$ cat config.mk
export PLATFORM = sky130hd
export DESIGN_NAME = bitmap_block_allocator_unit
export DESIGN_NICKNAME = d
export VERILOG_FILES = /design/src/rtl/bba_pkg.sv /design/src/rtl/bba_bitmap_ram.sv /design/src/rtl/bba_word_scan.sv /design/src/rtl/bitmap_block_allocator_unit.sv
export SDC_FILE = /design/constraint.sdc
export NUM_CORES = 2
export LEC_CHECK = 0
export ABC_CLOCK_PERIOD_IN_PS = 9680
export BUFFER_PORTS_ARGS = -buffer_cell sky130_fd_sc_hd__buf_2
export CAP_MARGIN = 20
export CORE_ASPECT_RATIO = 0.5
export CORE_MARGIN = 1.5
export CORE_UTILIZATION = 59
export CTS_BUF_LIST = sky130_fd_sc_hd__clkbuf_4 sky130_fd_sc_hd__clkbuf_8
export CTS_CLUSTER_DIAMETER = 100
export DETAILED_ROUTE_END_ITERATION = 16
export PLACE_DENSITY_LB_ADDON = 0.25
export RECOVER_POWER = 100
export SYNTH_ARGS = -nofsm -noshare
export SYNTH_HDL_FRONTEND = slang
export SYNTH_HIERARCHICAL = 1
export SYNTH_SLANG_ARGS = --single-unit
$ cat constraint.sdc
create_clock -name i_clk -period 9.68 [get_ports i_clk]
set_clock_uncertainty 0.2 [all_clocks]
set_input_delay 1.936 -clock i_clk [delete_from_list [all_inputs] [get_ports i_clk]]
set_output_delay 1.936 -clock i_clk [all_outputs]
set_load 0.1 [all_outputs]
$ cat src/rtl/bba_pkg.sv
// Shared types and constants of the bitmap block allocator.
// No dependencies; used by bba_word_scan, the top level and the checker.
package bba_pkg;

    localparam int MAX_BLOCKS  = 4096;
    localparam int WORD_BITS   = 32;
    localparam int WORD_COUNT  = MAX_BLOCKS / WORD_BITS;
    localparam int WORD_AW     = $clog2(WORD_COUNT);
    localparam int BIT_W       = $clog2(WORD_BITS);
    localparam int BLOCK_W     = 12;
    localparam int TOTAL_W     = 13;

    localparam logic [TOTAL_W-1:0] TOTAL_RESET = TOTAL_W'(MAX_BLOCKS);

    localparam logic FUNC_ALLOC = 1'b0;
    localparam logic FUNC_FREE  = 1'b1;

    localparam logic [1:0] STATUS_OK           = 2'd0;
    localparam logic [1:0] STATUS_NO_SPACE     = 2'd1;
    localparam logic [1:0] STATUS_ALREADY_FREE = 2'd2;
    localparam logic [1:0] STATUS_OUT_OF_RANGE = 2'd3;

    typedef enum logic [1:0] {
        ST_CLEAR,
        ST_IDLE,
        ST_CHECK
    } t_state;

    typedef struct packed {
        logic             found;
        logic [BIT_W-1:0] bit_idx;
        logic             last;
    } t_scan_res;

endpackage

$ cat src/rtl/bba_bitmap_ram.sv
// Generic single-write, single-read synchronous RAM with registered read data.
// No dependencies.
module bba_bitmap_ram #(
    parameter int DEPTH = 128,
    parameter int WIDTH = 32
) (
    input  logic                     i_clk,
    input  logic                     i_we,
    input  logic [$clog2(DEPTH)-1:0] i_waddr,
    input  logic [WIDTH-1:0]         i_wdata,
    input  logic [$clog2(DEPTH)-1:0] i_raddr,
    output logic [WIDTH-1:0]         o_rdata
);

    logic [WIDTH-1:0] r_mem [DEPTH];
    logic [WIDTH-1:0] r_rdata;

    always_ff @(posedge i_clk) begin
        if (i_we) begin
            r_mem[i_waddr] <= i_wdata;
        end
        r_rdata <= r_mem[i_raddr];
    end

    assign o_rdata = r_rdata;

endmodule

$ cat src/rtl/bba_word_scan.sv
// Finds the first free block in one bitmap word, below the block limit.
// Depends on bba_pkg.
module bba_word_scan (
    input  logic [bba_pkg::WORD_BITS-1:0] i_word_data,
    input  logic [bba_pkg::WORD_AW-1:0]   i_word_idx,
    input  logic [bba_pkg::TOTAL_W-1:0]   i_limit,
    output bba_pkg::t_scan_res            o_res
);

    logic [bba_pkg::TOTAL_W-1:0] base;
    logic [bba_pkg::TOTAL_W-1:0] remaining;

    always_comb begin
        base      = bba_pkg::TOTAL_W'({i_word_idx, {bba_pkg::BIT_W{1'b0}}});
        remaining = (i_limit > base) ? (i_limit - base) : '0;
        o_res.last = (remaining <= bba_pkg::TOTAL_W'(bba_pkg::WORD_BITS)) ||
                     (i_word_idx == bba_pkg::WORD_AW'(bba_pkg::WORD_COUNT - 1));
        o_res.found   = 1'b0;
        o_res.bit_idx = '0;
        for (int b = bba_pkg::WORD_BITS - 1; b >= 0; b--) begin
            if ((bba_pkg::TOTAL_W'(b) < remaining) && !i_word_data[b]) begin
                o_res.found   = 1'b1;
                o_res.bit_idx = bba_pkg::BIT_W'(b);
            end
        end
    end

endmodule

$ cat src/rtl/bitmap_block_allocator_unit.sv
// Bitmap first-fit block allocator, top level.
// Depends on bba_pkg, bba_bitmap_ram and bba_word_scan.
//
// Usage: an input transfer (i_in_valid high, o_in_stall low) carries a
// function (allocate or free) and a block number. Each input transfer yields
// exactly one output transfer (o_out_valid high, i_out_stall low) with a
// status and, for a successful allocate, the granted block number.
// The usage bitmap lives in a 128 x 32 synchronous RAM. A free request reads
// its word and, if the block is in use, writes it back with the bit cleared;
// the next request is taken once the result is in the output register.
// An allocate request reads one bitmap word per cycle from word 0 upward
// until a free bit is found or the block limit is reached, at most 128 words,
// and marks the granted bit used; the next request is likewise taken once
// the result is in the output register.
// After reset the block clears all 128 bitmap words while o_in_stall
// is high; configuration writes are taken at any time.
// The result sits in an output register. While the receiver stalls, the next
// request is accepted and processed, and its write-back waits until the
// output register is free.
module bitmap_block_allocator_unit (
    input  logic                          i_clk,
    input  logic                          i_rst_n,
    input  logic                          i_cfg_valid,
    output logic                          o_cfg_ready,
    input  logic [bba_pkg::TOTAL_W-1:0]   i_cfg_total_blocks,
    input  logic                          i_in_valid,
    output logic                          o_in_stall,
    input  logic                          i_func,
    input  logic [bba_pkg::BLOCK_W-1:0]   i_block_number,
    output logic                          o_out_valid,
    input  logic                          i_out_stall,
    output logic [1:0]                    o_status,
    output logic [bba_pkg::BLOCK_W-1:0]   o_granted_block
);

    bba_pkg::t_state r_state;
    bba_pkg::t_state n_state;

    logic [bba_pkg::WORD_AW-1:0]   r_clr_addr;
    logic [bba_pkg::WORD_AW-1:0]   r_word;
    logic [bba_pkg::WORD_AW-1:0]   n_word;
    logic                          r_func;
    logic [bba_pkg::BLOCK_W-1:0]   r_blk;
    logic [bba_pkg::TOTAL_W-1:0]   r_total;
    logic                          r_out_valid;
    logic                          n_out_valid;
    logic [1:0]                    r_status;
    logic [bba_pkg::BLOCK_W-1:0]   r_grant;

    logic                          in_fire;
    logic                          out_free;
    logic                          done;
    logic                          commit;
    logic [bba_pkg::TOTAL_W-1:0]   limit;
    logic                          ram_we;
    logic [bba_pkg::WORD_AW-1:0]   ram_waddr;
    logic [bba_pkg::WORD_BITS-1:0] ram_wdata;
    logic [bba_pkg::WORD_AW-1:0]   ram_raddr;
    logic [bba_pkg::WORD_BITS-1:0] ram_rdata;
    bba_pkg::t_scan_res            scan;
    logic                          blk_oor;
    logic                          blk_used;
    logic [1:0]                    res_status;
    logic [bba_pkg::BLOCK_W-1:0]   res_grant;
    logic                          res_write;
    logic [bba_pkg::WORD_BITS-1:0] res_word;

    bba_bitmap_ram #(
        .DEPTH (bba_pkg::WORD_COUNT),
        .WIDTH (bba_pkg::WORD_BITS)
    ) u_ram (
        .i_clk   (i_clk),
        .i_we    (ram_we),
        .i_waddr (ram_waddr),
        .i_wdata (ram_wdata),
        .i_raddr (ram_raddr),
        .o_rdata (ram_rdata)
    );

    bba_word_scan u_scan (
        .i_word_data (ram_rdata),
        .i_word_idx  (r_word),
        .i_limit     (limit),
        .o_res       (scan)
    );

    assign o_cfg_ready = 1'b1;
    assign o_in_stall  = (r_state != bba_pkg::ST_IDLE);
    assign in_fire     = i_in_valid && !o_in_stall;
    assign out_free    = !r_out_valid || !i_out_stall;
    assign limit       = (r_total > bba_pkg::TOTAL_W'(bba_pkg::MAX_BLOCKS)) ?
                         bba_pkg::TOTAL_W'(bba_pkg::MAX_BLOCKS) : r_total;

    always_comb begin
        blk_oor  = ({1'b0, r_blk} >= limit);
        blk_used = ram_rdata[r_blk[bba_pkg::BIT_W-1:0]];
        res_word  = ram_rdata;
        res_write = 1'b0;
        res_grant = '0;
        if (r_func == bba_pkg::FUNC_FREE) begin
            done = 1'b1;
            if (blk_oor) begin
                res_status = bba_pkg::STATUS_OUT_OF_RANGE;
            end else if (!blk_used) begin
                res_status = bba_pkg::STATUS_ALREADY_FREE;
            end else begin
                res_status = bba_pkg::STATUS_OK;
                res_write  = 1'b1;
                res_word[r_blk[bba_pkg::BIT_W-1:0]] = 1'b0;
            end
        end else begin
            done = scan.found || scan.last;
            if (scan.found) begin
                res_status = bba_pkg::STATUS_OK;
                res_write  = 1'b1;
                res_grant  = {r_word, scan.bit_idx};
                res_word[scan.bit_idx] = 1'b1;
            end else begin
                res_status = bba_pkg::STATUS_NO_SPACE;
            end
        end
        commit = (r_state == bba_pkg::ST_CHECK) && done && out_free;
    end

    always_comb begin
        n_state = r_state;
        case (r_state)
            bba_pkg::ST_CLEAR: begin
                if (r_clr_addr == bba_pkg::WORD_AW'(bba_pkg::WORD_COUNT - 1)) begin
                    n_state = bba_pkg::ST_IDLE;
                end
            end
            bba_pkg::ST_IDLE: begin
                if (in_fire) begin
                    n_state = bba_pkg::ST_CHECK;
                end
            end
            bba_pkg::ST_CHECK: begin
                if (commit) begin
                    n_state = bba_pkg::ST_IDLE;
                end
            end
            default: begin
                n_state = bba_pkg::ST_CLEAR;
            end
        endcase
    end

    always_comb begin
        ram_we    = 1'b0;
        ram_waddr = r_word;
        ram_wdata = res_word;
        ram_raddr = r_word;
        n_word    = r_word;
        case (r_state)
            bba_pkg::ST_CLEAR: begin
                ram_we    = 1'b1;
                ram_waddr = r_clr_addr;
                ram_wdata = '0;
            end
            bba_pkg::ST_IDLE: begin
                if (i_func == bba_pkg::FUNC_FREE) begin
                    ram_raddr = i_block_number[bba_pkg::BLOCK_W-1:bba_pkg::BIT_W];
                end else begin
                    ram_raddr = '0;
                end
                n_word = ram_raddr;
            end
            bba_pkg::ST_CHECK: begin
                if (!done) begin
                    n_word    = r_word + 1'b1;
                    ram_raddr = n_word;
                end
                ram_we = commit && res_write;
            end
            default: begin
                ram_we = 1'b0;
            end
        endcase
        n_out_valid = commit || (r_out_valid && i_out_stall);
    end

    always_ff @(posedge i_clk) begin
        if (!i_rst_n) begin
            r_state     <= bba_pkg::ST_CLEAR;
            r_clr_addr  <= '0;
            r_total     <= bba_pkg::TOTAL_RESET;
            r_out_valid <= 1'b0;
        end else begin
            r_state     <= n_state;
            r_out_valid <= n_out_valid;
            if (r_state == bba_pkg::ST_CLEAR) begin
                r_clr_addr <= r_clr_addr + 1'b1;
            end
            if (i_cfg_valid && o_cfg_ready) begin
                r_total <= i_cfg_total_blocks;
            end
        end
    end

    always_ff @(posedge i_clk) begin
        r_word <= n_word;
        if (in_fire) begin
            r_func <= i_func;
            r_blk  <= i_block_number;
        end
        if (commit) begin
            r_status <= res_status;
            r_grant  <= res_grant;
        end
    end

    assign o_out_valid     = r_out_valid;
    assign o_status        = r_status;
    assign o_granted_block = r_grant;

endmodule

==> run_results.csv <==
group,metric,value,unit
synth,ys_warn_count,6,
layout,nNetsFinal,7400,
global_routing,grt_start_max_net_pins,129,
pwr,leakagePower,55.1,nW
synth,synthArstFlopShare,0,%
detailed_routing,wl_per_cell,38.2,µm
synth,synthTopCellsByArea,"edfxtp_1 76%, mux4_2 19%, dfxtp_1 0.77%",
timing,hold_slack,0.310,ns
synth,syn_inst,6705,
clock_network,htree_levels,6,
timing,fin_crit,9.48,ns
detailed_routing,routed_wl,436,mm
layout,fillers,16600,
die,start_util,59.6,%
synth,yosysTopAreaCell,"edfxtp_1",
synth,yosysMostFrequentCell,"edfxtp_1",
outcome,violations,"capacitance limit, slew limit",
detailed_routing,vias_per_cell,6.99,
setup_path,critPathArrivalTime,9.95,ns
clock_network,post_cts_buffers,0,
global_routing,grt_pass1_vias,79600,
timing,rsz0062_at_grt,"no",
clock_network,cts_buffers,566,
synth,syn-cell-area,162000,µm²
setup_path,crit_path_max_fanout,15,
timing,setup-tns-final,0,ns
synth,synth.distinct_cells,90,
synth,synth_edf_count,4123,
clock_network,clockBufferDepth,4,
layout,drive_gt1_share,35.0,%
detailed_routing,dr.pass1.iters,6,
timing,hold_viol,0,
die,core_area,272000,µm²
clock_network,cts_hold_buf,0,
detailed_routing,drt_iter0_markers,13000,
timing,slew_violations,5466,
timing,setup_violations,0,
placed_design,gp_congestion,0.891,
layout,final_util,66.0,%
global_routing,grt_use_total,31.4,%
timing,fmax,106,MHz
setup_path,critical_path_class,"flip-flop to flip-flop",
detailed_routing,dr_total_vias,79800,
worst_hold_path,hold_path.class,"flip-flop to flip-flop",
timing,worst_pin_slew,3.55,ns
synth,ys_ff_latch,4185,
timing,fin_crit_sh,97.9,%
global_routing,grt.overflow.total,0,
layout,seq_area,125000,µm²
synth,ys_seq_area_share,77.2,%
layout,syn_to_final_growth,10.8,%
die,die_x,744,µm
pwr,powerDensity,311,nW/µm²
global_routing,grt_pass1_wl,604,mm
placed_design,dpl_cell_area,171000,µm²
synth,synth_flop_cell,"edfxtp_1",
die,fp-row-count,135,
clock_network,cts_tree,"yes",
synth,synth_top_area_share,76.4,%
setup_path,cp-start-kind,"flip-flop",
die,die-area,278000,µm²
placed_design,pre_cts_ws,0.552,ns
global_routing,antenna_found_initial,44,
clock_network,clk_latency,1.07,ns
die,ios,48,
detailed_routing,drtAntennaViolNets,0,
placed_design,dp_hpwl,260,mm
clock_network,clkSlewWorstSetupHoldPaths,0.07,ns
detailed_routing,drc,0,
pwr,peakVddDrop,0.000341,V
timing,fin_ws,0.202,ns
timing,relSlewSlack,-136,%
layout,fin_area,180000,µm²
clock_network,cts_num_sinks,4185,
outcome,status,"finished, violations left",
synth,syn-num-nets,6762,
synth,syn_avg_cell_area,24.2,µm²
setup_path,crit_required,10.15,ns
setup_path,crit_path_end_kind,"flip-flop",
clock_network,clk_root_buffer_cell,"clkbuf_8",
die,die_h,374,µm
layout,multi_input_area,35700,µm²
run,max_cap_viol_count,151,
synth,synth_common_cells,"4,123 x edfxtp_1, 1,348 x mux4_2, 210 x clkbuf_1",
placed_design,port_buffers,46,
-- cells by family after synthesis --
group / Yosys count / synth area share [%]
flops: 4185 / 77.2
fa+ha+maj: 26 / 0.205
buf+inv: 411 / 1.09
xor+xnor: 8 / 0.0432
compound gates: 219 / 1.00
other cells: 1 / 0.00231
mux: 1412 / 19.2
simple gates: 443 / 1.33
-- worst max-delay path, stage by stage (launching register included) --
cell	delay, ns
dfxtp_1	0.33
inv_1	0.08
nand2_1	0.09
inv_1	0.11
inv_1	0.07
ha_1	0.21
fa_1	0.47
nor2b_1	0.32
o31ai_1	0.16
a21oi_1	0.50
nand2_1	0.43
buf_4	0.30
a31oi_1	0.43
o21bai_2	0.15
nand3_1	0.16
or2_1	0.16
nor3_2	0.06
nand2_1	0.28
nor2b_1	0.21
a21o_1	0.13
a41o_1	0.15
clkbuf_1	0.44
nand4_1	0.16
clkbuf_1	0.77
nor2_1	2.00
clkbuf_2	0.69
-- layer usage --
metal	GRT usage, %	wire (µm)	up-vias
met5	0	205	-
met1	44.7	156000	42400
met4	11.3	17500	32
li1	-	-	30400
met3	10.2	64600	879
met2	46.4	198000	6128
-- report_power, final --
part | switching (mW) | internal [mW]
sequential | 0.447 | 22.7
clock | 6.51 | 6.73
combinational | 12.1 | 7.30
-- state kept, by name, indices dropped and copies added (netlist names) --
signal and cells:
u_ram/r_mem 4096, u_ram/o_rdata 32, r_total 13, o_granted_block 12, r_blk 12, r_clr_addr 7
r_word 7, o_status 2, r_state 2, o_out_valid 1, r_func 1
-- stage by stage --
| step | std cells | power (mW) |
|---|---|---|
| floorplan | 6705 | 34.8 |
| global route | 11400 | 57.2 |
| finish | 11400 | 55.8 |
| CTS | 11400 | 55.7 |
| global placement | 10400 | 42.2 |
| detailed placement | 10400 | 42.7 |
-- area by class of cell --
cell class	count	area share (%)
Sequential cell	4185	69.6
Multi-Input combinational cell	2109	19.9
Clock buffer	806	5.44
Tap cell	3630	2.53
Timing Repair Buffer	435	1.75
Clock inverter	191	0.625
Inverter	46	0.0962
Antenna cell	13	0.0181
-- worst paths after layout --
check / from / endpoint / slack [ns] / depth (start not counted)
setup reg to reg: r_total[12]$_SDFFE_PN1P_ / u_ram/r_mem[55][1]$_DFFE_PP_ / 0.20 / 25
setup / recovery: r_total[12]$_SDFFE_PN1P_ / u_ram/r_mem[55][1]$_DFFE_PP_ / 0.20 / 25
hold / removal: r_total[5]$_SDFFE_PN0P_ / r_total[5]$_SDFFE_PN0P_ / 0.31 / 2
hold reg to reg: r_total[5]$_SDFFE_PN0P_ / r_total[5]$_SDFFE_PN0P_ / 0.31 / 2
-- what timing repair did --
item,in CTS,in global routing
hold endpoints to repair,0,0
gates resized for setup,0,1
endpoints found under the setup margin,0,6
-- cell usage in the layout, fill, tap and decap left out, types with 52 or more instances in the layout --
| cell type | Yosys | routed |
|---|---|---|
| edfxtp_1 | 4123 | 4123 |
| mux4_2 | 1348 | 1348 |
| clkbuf_8 | 0 | 596 |
| clkbuf_4 | 0 | 215 |
| clkbuf_2 | 0 | 145 |
| nor2_1 | 182 | 118 |
| clkinv_1 | 0 | 116 |
| clkbuf_1 | 210 | 108 |
| buf_4 | 7 | 101 |
| nand2_1 | 71 | 71 |
| dfxtp_1 | 62 | 62 |
| a21oi_1 | 55 | 55 |
| buf_12 | 1 | 52 |
Power figures use the tool's default switching activity.
